**config.mk**
```make
export PLATFORM = sky130hd
export DESIGN_NAME = postfix_stack_evaluator_unit
export DESIGN_NICKNAME = d
export VERILOG_FILES = /design/src/psev_pkg.sv /design/src/psev_ram.sv /design/src/psev_div.sv /design/src/psev_dp.sv /design/src/psev_ctrl.sv /design/src/postfix_stack_evaluator_unit.sv
export SDC_FILE = /design/constraint.sdc
export NUM_CORES = 2
export LEC_CHECK = 0
export ABC_CLOCK_PERIOD_IN_PS = 19100
export BUFFER_PORTS_ARGS = -buffer_cell sky130_fd_sc_hd__buf_2
export CORE_UTILIZATION = 26
export CTS_BUF_LIST = sky130_fd_sc_hd__clkbuf_8 sky130_fd_sc_hd__clkbuf_16
export DETAILED_ROUTE_END_ITERATION = 8
export SYNTH_ARGS = -nofsm -noshare
export SYNTH_HDL_FRONTEND = slang
export SYNTH_SLANG_ARGS = --single-unit
```
**constraint.sdc**
```tcl
create_clock -name clk -period 19.1 [get_ports clk]
set_input_delay 2.865 -clock clk [delete_from_list [all_inputs] [get_ports clk]]
set_output_delay 2.865 -clock clk [all_outputs]
set_load 0.01 [all_outputs]
```
**src/psev_pkg.sv**
```systemverilog
// Shared types and constants for the postfix stack evaluator.
`timescale 1ns / 1ps

package psev_pkg;

  localparam int DATA_W      = 32;
  localparam int DEPTH_OUT_W = 6;

  typedef logic [2:0] op_t;
  typedef logic [1:0] status_t;

  localparam op_t OP_PUSH = 3'd0;
  localparam op_t OP_ADD  = 3'd1;
  localparam op_t OP_SUB  = 3'd2;
  localparam op_t OP_MUL  = 3'd3;
  localparam op_t OP_DIV  = 3'd4;

  localparam status_t ST_OK    = 2'd0;
  localparam status_t ST_UNDER = 2'd1;
  localparam status_t ST_OVER  = 2'd2;
  localparam status_t ST_DIVZ  = 2'd3;

  // Commands from the controller to the datapath
  typedef struct packed {
    logic    take;       // latch the value of an accepted item
    logic    push;       // write value on top, count up
    logic    rd;         // read the entry below the top
    logic    alu;        // compute add, subtract or multiply into res
    op_t     alu_op;
    logic    div_start;  // start the divider on lhs and top
    logic    commit;     // write the result below the top, count down
    logic    from_div;   // commit takes the quotient instead of res
    logic    load_out;   // load the result registers
    logic    last;       // item ends the expression
    status_t st;         // fault found while executing the item
  } cmd_t;

  // Status from the datapath to the controller
  typedef struct packed {
    logic empty;
    logic full;
    logic lt2;
    logic rhs_zero;
    logic div_done;
  } sts_t;

endpackage

```
**src/psev_ram.sv**
```systemverilog
// Generic single-write, single-read RAM with registered read data.
`timescale 1ns / 1ps

module psev_ram #(
  parameter int WIDTH = 32,
  parameter int DEPTH = 32
) (
  input  logic                     clk,
  input  logic                     we,
  input  logic [$clog2(DEPTH)-1:0] waddr,
  input  logic [WIDTH-1:0]         wdata,
  input  logic                     re,
  input  logic [$clog2(DEPTH)-1:0] raddr,
  output logic [WIDTH-1:0]         rdata
);

  logic [WIDTH-1:0] mem [DEPTH];

  // Write and read; read data holds until the next read
  always_ff @(posedge clk) begin
    if (we) begin
      mem[waddr] <= wdata;
    end
    if (re) begin
      rdata <= mem[raddr];
    end
  end

endmodule

```
**src/psev_div.sv**
```systemverilog
// Iterative signed divider, one quotient bit per cycle, truncating toward zero.
`timescale 1ns / 1ps

module psev_div (
  input  logic                        clk,
  input  logic                        rst,
  input  logic                        start,
  input  logic [psev_pkg::DATA_W-1:0] a,
  input  logic [psev_pkg::DATA_W-1:0] b,
  output logic [psev_pkg::DATA_W-1:0] q,
  output logic                        done
);

  localparam int W  = psev_pkg::DATA_W;
  localparam int NW = $clog2(W);

  logic          busy;
  logic [NW-1:0] cnt;
  logic          neg;
  logic [W-1:0]  rem;
  logic [W-1:0]  quo;
  logic [W-1:0]  mb;
  logic [W:0]    shifted;
  logic          fits;
  logic [W-1:0]  quo_step;

  // One restoring step
  always_comb begin
    shifted  = {rem, quo[W-1]};
    fits     = shifted >= {1'b0, mb};
    quo_step = {quo[W-2:0], fits};
  end

  // Sequence the division, one restoring step per quotient bit
  always_ff @(posedge clk) begin
    if (rst) begin
      busy <= 1'b0;
      done <= 1'b0;
      cnt  <= '0;
    end else begin
      done <= 1'b0;
      if (start) begin
        busy <= 1'b1;
        cnt  <= '0;
        neg  <= a[W-1] ^ b[W-1];
        rem  <= '0;
        quo  <= a[W-1] ? (W'(0) - a) : a;
        mb   <= b[W-1] ? (W'(0) - b) : b;
      end else if (busy) begin
        rem <= fits ? W'(shifted - {1'b0, mb}) : shifted[W-1:0];
        quo <= quo_step;
        cnt <= cnt + NW'(1);
        if (cnt == NW'(W - 1)) begin
          busy <= 1'b0;
          done <= 1'b1;
          q    <= neg ? (W'(0) - quo_step) : quo_step;
        end
      end
    end
  end

  a_done_after_busy: assert property (@(posedge clk) disable iff (rst)
    done |-> $past(busy))
    else $error("divider done without a running division");

endmodule

```
**src/psev_dp.sv**
```systemverilog
// Datapath: operand stack RAM, cached top entry, count, ALU and result registers.
`timescale 1ns / 1ps

module psev_dp #(
  parameter int STACK_DEPTH = 32
) (
  input  logic                                     clk,
  input  logic                                     rst,
  input  logic [psev_pkg::DATA_W-1:0]              value,
  input  psev_pkg::cmd_t                           cmd,
  output psev_pkg::sts_t                           sts,
  output logic signed [psev_pkg::DATA_W-1:0]       top_value,
  output logic [psev_pkg::DEPTH_OUT_W-1:0]         stack_depth,
  output psev_pkg::status_t                        status,
  output logic                                     is_final
);

  localparam int W  = psev_pkg::DATA_W;
  localparam int AW = $clog2(STACK_DEPTH);
  localparam int CW = $clog2(STACK_DEPTH + 1);

  logic [W-1:0]  value_q;
  logic [CW-1:0] count;
  logic [W-1:0]  top;
  logic [W-1:0]  res;
  logic [CW-1:0] below;
  logic          we;
  logic [AW-1:0] waddr;
  logic [W-1:0]  wdata;
  logic [W-1:0]  rdata;
  logic [W-1:0]  commit_data;
  logic [W-1:0]  quot;
  logic          div_done;

  assign below       = count - CW'(2);
  assign commit_data = cmd.from_div ? quot : res;
  assign we          = cmd.push | cmd.commit;
  assign waddr       = cmd.push ? count[AW-1:0] : below[AW-1:0];
  assign wdata       = cmd.push ? value_q : commit_data;

  psev_ram #(
    .WIDTH(W),
    .DEPTH(STACK_DEPTH)
  ) u_ram (
    .clk  (clk),
    .we   (we),
    .waddr(waddr),
    .wdata(wdata),
    .re   (cmd.rd),
    .raddr(below[AW-1:0]),
    .rdata(rdata)
  );

  // Left operand comes from the RAM, right operand from the cached top
  psev_div u_div (
    .clk  (clk),
    .rst  (rst),
    .start(cmd.div_start),
    .a    (rdata),
    .b    (top),
    .q    (quot),
    .done (div_done)
  );

  always_comb begin
    sts.empty    = count == CW'(0);
    sts.full     = count == CW'(STACK_DEPTH);
    sts.lt2      = count < CW'(2);
    sts.rhs_zero = top == W'(0);
    sts.div_done = div_done;
  end

  // Hold the count; clear it when the result of a last item is loaded
  always_ff @(posedge clk) begin
    if (rst) begin
      count <= '0;
    end else if (cmd.push) begin
      count <= count + CW'(1);
    end else if (cmd.commit) begin
      count <= count - CW'(1);
    end else if (cmd.load_out && cmd.last) begin
      count <= '0;
    end
  end

  // Latch the item, update the top, compute, load the result
  always_ff @(posedge clk) begin
    if (cmd.take) begin
      value_q <= value;
    end
    if (cmd.push) begin
      top <= value_q;
    end else if (cmd.commit) begin
      top <= commit_data;
    end
    if (cmd.alu) begin
      case (cmd.alu_op)
        psev_pkg::OP_ADD: res <= rdata + top;
        psev_pkg::OP_SUB: res <= rdata - top;
        default:          res <= rdata * top;
      endcase
    end
    if (cmd.load_out) begin
      if (cmd.last) begin
        stack_depth <= '0;
        if (sts.empty) begin
          top_value <= '0;
          is_final  <= 1'b0;
          status    <= (cmd.st == psev_pkg::ST_OK) ? psev_pkg::ST_UNDER : cmd.st;
        end else begin
          top_value <= top;
          is_final  <= 1'b1;
          status    <= cmd.st;
        end
      end else begin
        top_value   <= sts.empty ? '0 : top;
        stack_depth <= psev_pkg::DEPTH_OUT_W'(count);
        is_final    <= 1'b0;
        status      <= cmd.st;
      end
    end
  end

  a_count_bound: assert property (@(posedge clk) disable iff (rst)
    count <= CW'(STACK_DEPTH))
    else $error("stack count beyond depth");

  a_no_push_full: assert property (@(posedge clk) disable iff (rst)
    cmd.push |-> !sts.full)
    else $error("push on a full stack");

  a_no_commit_low: assert property (@(posedge clk) disable iff (rst)
    cmd.commit |-> !sts.lt2)
    else $error("commit with fewer than two entries");

endmodule

```
**src/psev_ctrl.sv**
```systemverilog
// Controller: sequences each token through decode, operand read, compute and result.
`timescale 1ns / 1ps

module psev_ctrl (
  input  logic                clk,
  input  logic                rst,
  input  logic                token_valid,
  output logic                token_stall,
  input  psev_pkg::op_t       op,
  input  logic                end_of_expression,
  output logic                result_valid,
  input  logic                result_stall,
  input  psev_pkg::sts_t      sts,
  output psev_pkg::cmd_t      cmd
);

  typedef enum logic [2:0] {
    S_IDLE,
    S_DECODE,
    S_EXEC,
    S_DIV,
    S_WRITE,
    S_FINISH
  } state_t;

  state_t            state;
  state_t            state_next;
  psev_pkg::op_t     op_q;
  logic              last_q;
  psev_pkg::status_t st_q;
  psev_pkg::status_t st_next;
  logic              accept;
  logic              slot_free;

  assign token_stall = state != S_IDLE;
  assign accept      = token_valid && !token_stall;
  assign slot_free   = !result_valid || !result_stall;

  // Decode state into commands
  always_comb begin
    cmd        = '0;
    cmd.alu_op = op_q;
    cmd.last   = last_q;
    cmd.st     = st_q;
    cmd.take   = accept;
    state_next = state;
    st_next    = st_q;
    unique case (state)
      S_IDLE: begin
        if (accept) begin
          state_next = S_DECODE;
          st_next    = psev_pkg::ST_OK;
        end
      end
      S_DECODE: begin
        state_next = S_FINISH;
        unique case (op_q) inside
          psev_pkg::OP_PUSH: begin
            if (sts.full) begin
              st_next = psev_pkg::ST_OVER;
            end else begin
              cmd.push = 1'b1;
            end
          end
          psev_pkg::OP_ADD, psev_pkg::OP_SUB, psev_pkg::OP_MUL, psev_pkg::OP_DIV: begin
            if (sts.lt2) begin
              st_next = psev_pkg::ST_UNDER;
            end else if (op_q == psev_pkg::OP_DIV && sts.rhs_zero) begin
              st_next = psev_pkg::ST_DIVZ;
            end else begin
              cmd.rd     = 1'b1;
              state_next = S_EXEC;
            end
          end
          default: begin
            state_next = S_FINISH;
          end
        endcase
      end
      S_EXEC: begin
        if (op_q == psev_pkg::OP_DIV) begin
          cmd.div_start = 1'b1;
          state_next    = S_DIV;
        end else begin
          cmd.alu    = 1'b1;
          state_next = S_WRITE;
        end
      end
      S_DIV: begin
        if (sts.div_done) begin
          cmd.commit   = 1'b1;
          cmd.from_div = 1'b1;
          state_next   = S_FINISH;
        end
      end
      S_WRITE: begin
        cmd.commit = 1'b1;
        state_next = S_FINISH;
      end
      S_FINISH: begin
        if (slot_free) begin
          cmd.load_out = 1'b1;
          state_next   = S_IDLE;
        end
      end
      default: begin
        state_next = S_IDLE;
      end
    endcase
  end

  // Hold state, the item's control fields and the result valid flag
  always_ff @(posedge clk) begin
    if (rst) begin
      state        <= S_IDLE;
      st_q         <= psev_pkg::ST_OK;
      result_valid <= 1'b0;
    end else begin
      state <= state_next;
      st_q  <= st_next;
      if (accept) begin
        op_q   <= op;
        last_q <= end_of_expression;
      end
      if (cmd.load_out) begin
        result_valid <= 1'b1;
      end else if (!result_stall) begin
        result_valid <= 1'b0;
      end
    end
  end

  a_load_slot_free: assert property (@(posedge clk) disable iff (rst)
    cmd.load_out |-> slot_free)
    else $error("result loaded over an untaken result");

  a_one_item_at_time: assert property (@(posedge clk) disable iff (rst)
    accept |=> token_stall)
    else $error("second item accepted while one is at work");

endmodule

```
**src/postfix_stack_evaluator_unit.sv**
```systemverilog
// Top level of the postfix stack evaluator: controller plus datapath.
`timescale 1ns / 1ps
//
// Evaluates postfix tokens on a signed 32-bit operand stack.
// Token channel: token_valid / token_stall with op, value, end_of_expression.
// Result channel: result_valid / result_stall with top_value, stack_depth,
// status and is_final; exactly one result per token.
// One token is at work at a time; token_stall is low only while idle, and
// a new token may enter while the previous result still waits.
// A push, an ignored code or any faulted token is handled in decode and
// then moves to the final step that loads the result; add, subtract and
// multiply read the entry below the top from the RAM, then run the ALU,
// then write back; divide reads the RAM, then runs the iterative divider
// at one quotient bit a cycle over all 32 bits, then writes the quotient.
// No new token is taken until the previous one has loaded its result.
// Reset (rst, synchronous) empties the stack and drops any pending result;
// stack contents are not cleared, only entries below the count are read.
// When the receiver stalls, the result is held and the next token waits in
// its final step until the result register is free.
//

module postfix_stack_evaluator_unit #(
  parameter int STACK_DEPTH = 32
) (
  input  logic                                   clk,
  input  logic                                   rst,
  input  logic                                   token_valid,
  output logic                                   token_stall,
  input  logic [2:0]                             op,
  input  logic signed [psev_pkg::DATA_W-1:0]     value,
  input  logic                                   end_of_expression,
  output logic                                   result_valid,
  input  logic                                   result_stall,
  output logic signed [psev_pkg::DATA_W-1:0]     top_value,
  output logic [psev_pkg::DEPTH_OUT_W-1:0]       stack_depth,
  output logic [1:0]                             status,
  output logic                                   is_final
);

  psev_pkg::cmd_t cmd;
  psev_pkg::sts_t sts;

  psev_ctrl u_ctrl (
    .clk              (clk),
    .rst              (rst),
    .token_valid      (token_valid),
    .token_stall      (token_stall),
    .op               (op),
    .end_of_expression(end_of_expression),
    .result_valid     (result_valid),
    .result_stall     (result_stall),
    .sts              (sts),
    .cmd              (cmd)
  );

  psev_dp #(
    .STACK_DEPTH(STACK_DEPTH)
  ) u_dp (
    .clk        (clk),
    .rst        (rst),
    .value      (value),
    .cmd        (cmd),
    .sts        (sts),
    .top_value  (top_value),
    .stack_depth(stack_depth),
    .status     (status),
    .is_final   (is_final)
  );

endmodule
```
==> out/metrics.cfg <==
[route]
routedWlPerCell_um=22.5
post-route-drc-count=0
route.detailed.vias_per_inst=4.74
dr_total_vias=41920
route.antenna.remaining_nets=0
detail_route.first_pass.iterations=5
initialDrtViolationCount=3715
wl_um=199000

[sta]
unrepaired_setup_endpoints_after_global_routing=false
fin_setup_tns_ns=0
setup_viol=0
worst_clock_skew_ns=0.0693
final-hold-violation-count=0
fmaxAchievable_mhz=119
timing.final.crit_period_ns=8.40
worst_slew_pin_slew_ns=1.34
max_slew_margin_pct=10.6
slew_violations=0
post-route-period-util_pct=44.0

[min_path]
worstHoldEndpoint=u_ctrl.st_q[1]
holdPathStages=2
worstHoldStart=u_ctrl.st_q[1]
worstHoldPathType=reg2reg

[cells_and_area]
final_common_cell=edfxtp_1
final_cells=8853
most-common-layout-cells=edfxtp_1 (1,326), inv_1 (487), nand2_1 (449)
post_route_cells_drive_above_1_share_pct=16.7
fillCellCount=27677
flow.area_growth_from_synthesis_pct=13.6
fin_nets=5684

[clock_tree]
tritoncts=done
clk_latency_ns=0.81
root_cell_of_the_clock_tree=clkbuf_16
clk_pin_slew_ns=0.06
post-cts-setup-buffer-count=0
hold_buffers=0
cts_buffer_depth=3
cts_sinks=1345
tritoncts.num_buffers=139
postCtsResizedCells=0
cts_htree_levels=4

[setup_path]
critical_path.startpoint_type=register
crit_type=reg2reg
crit_path_end_kind=register
r2r-end=u_dp.res[31]
reg2reg_from=u_dp.u_ram.rdata[12]
cp_data_arrival_time_ns=8.93
timing.reg2reg.setup_slack_ns=10.70
max_fanout_on_critical_path=25
cp.required_ns=19.63
worst-r2r-cell-count=23

[global_routing]
first_global_vias=43207
grt_pass1_wl_um=291000
track_usage_pct=14.1
overflow=0
largest_net_degree_at_the_start_of_global_routing=112
antenna_found_initial=9

[synth]
synth.yosys.warnings=0
synth_async_sr_flop_share_pct=0
synth_seq_cells=1345
post_synth_num_cell_types=84
net_count_of_the_mapped_netlist=5605
syn_inst=4958
synth_edf_count=1326
avgSynthCellArea_um2=14.6
synth_seq_area_share_pct=55.4
netlist.top_cell.by_area=edfxtp_1
synth_top_cells_by_area=edfxtp_1 (55%), fa_1 (11%), mux4_2 (9.9%)
synth_top_cell_area_share_pct=54.8
synthesis.area_um2=72600
ys_dominant_reg_cell=edfxtp_1

[floorplanning]
die_area_um2=281000
chip_width_um=531
core_outline_area_um2=277000
core.rowCount=193
chipHeight_um=531
io-pin-count=83
starting_density_pct=26.2

[flow_run]
max_cap_viol_count=0

[outcome]
outcome=finished clean

[placed_design]
port-buffer-count=82
dpl.hpwl_um=128000
gp_congestion=0.880
post-place-cells=8600

-- per-stage QoR --
step / hold slack (ns) / utilization, % / setup slack (ns) / cell area [um^2]
3_3_place_gp: 0.483 / 28.2 / 10.78 / 78100
5_1_grt: 0.550 / 29.8 / 10.36 / 82500
2_1_floorplan: 0.466 / - / 11.93 / 72600
6_report: 0.519 / 29.8 / 10.70 / 82500
4_1_cts: 0.521 / 29.8 / 10.71 / 82500
3_5_place_dp: 0.477 / 28.2 / 10.78 / 78100
-- area by class of cell --
| cell class | instances | area, um^2 | area share, % |
|---|---|---|---|
| clock buffer | 141 | 3520 | 4.26 |
| clock inverter | 108 | 857 | 1.04 |
| timing repair buffer | 210 | 1390 | 1.69 |
| inverter | 441 | 1660 | 2.01 |
| sequential | 1345 | 40200 | 48.7 |
| multi-input combinational | 2900 | 30200 | 36.6 |
| antenna | 3 | 7.51 | 0.00910 |
| tap | 3705 | 4640 | 5.62 |
-- layer usage --
metal	track usage (%)	part of all wire, %	vias to the layer above
met5	0	0	-
met2	23.5	49	1525
met3	2.44	6.9	275
met1	18.6	42	22055
met4	4.06	2.6	0
li1	-	-	18065
-- cell usage after synthesis, types with 16 or more instances --
| library cell | count |
|---|---|
| a211oi_1 | 21 |
| a21o_1 | 33 |
| a21oi_1 | 118 |
| and2_1 | 339 |
| buf_1 | 28 |
| clkbuf_1 | 239 |
| dfxtp_1 | 19 |
| edfxtp_1 | 1326 |
| fa_1 | 410 |
| ha_1 | 197 |
| inv_1 | 440 |
| mux2_2 | 33 |
| mux2i_1 | 41 |
| mux4_2 | 320 |
| nand2_1 | 450 |
| nand2b_1 | 28 |
| nand3_1 | 17 |
| nor2_1 | 137 |
| nor2b_1 | 21 |
| nor3_1 | 50 |
| o21a_1 | 19 |
| o21ai_0 | 156 |
| o31ai_1 | 36 |
| o41ai_1 | 16 |
| or3_1 | 35 |
| xnor2_1 | 159 |
| xor2_1 | 91 |
-- cell families (layout without fill, tap and decap cells) --
group           after synthesis  in the layout  share of synthesized area (%)
buf+inv                     713            900                           3.69
other cells                   0              3                              0
simple gates               1157           1157                           7.94
xor+xnor                    250            250                           3.02
mux                         394            394                           11.0
compound gates              492            492                           4.30
fa+ha+maj                   607            607                           14.7
flops                      1345           1345                           55.4
-- how the worst max path moves through the flow --
stage,slack (ns),depth (start not counted),from,to
after floorplan,11.93,26,u_dp.top[2],u_dp.res[31]
after global placement,10.78,23,u_dp.top[5],u_dp.res[31]
after detailed placement,10.78,23,u_dp.top[5],u_dp.res[31]
after CTS,10.71,23,u_dp.top[5],u_dp.res[31]
after global routing,10.36,23,u_dp.u_ram.rdata[12],u_dp.res[31]
final,10.70,23,u_dp.u_ram.rdata[12],u_dp.res[31]
-- worst max-delay path, stage by stage (launching register included) --
cell,delay [ns]
edfxtp_1,1.05
and2_1,0.27
fa_1,0.45
fa_1,0.50
fa_1,0.52
inv_1,0.05
fa_1,0.48
inv_1,0.06
fa_1,0.51
inv_1,0.06
fa_1,0.54
inv_1,0.05
fa_1,0.50
fa_1,0.43
ha_1,0.43
nand4_1,0.12
a21oi_1,0.19
a2111oi_0,0.13
a211oi_1,0.73
a21oi_1,0.23
o21ai_0,0.35
a31oi_1,0.15
xnor2_1,0.23
a211oi_2,0.10
-- state kept, by name, summed over array words and instances, names as in the netlist, 2 cells and up --
register / cells
u_dp.top: 32
u_dp.value_q: 32
u_dp.u_ram.rdata: 32
u_dp.top_value: 32
u_dp.count: 6
u_dp.u_ram.mem: 1024
u_dp.u_div.mb: 32
u_dp.u_div.cnt: 5
u_ctrl.state: 3
u_dp.stack_depth: 6
u_dp.u_div.rem: 32
u_dp.status: 2
u_ctrl.st_q: 2
u_ctrl.op_q: 3
u_dp.u_div.q: 32
u_dp.res: 32
u_dp.u_div.quo: 32
Power is not shown: default switching activity piles up to over one toggle a cycle in this logic, so the estimate is an artifact.
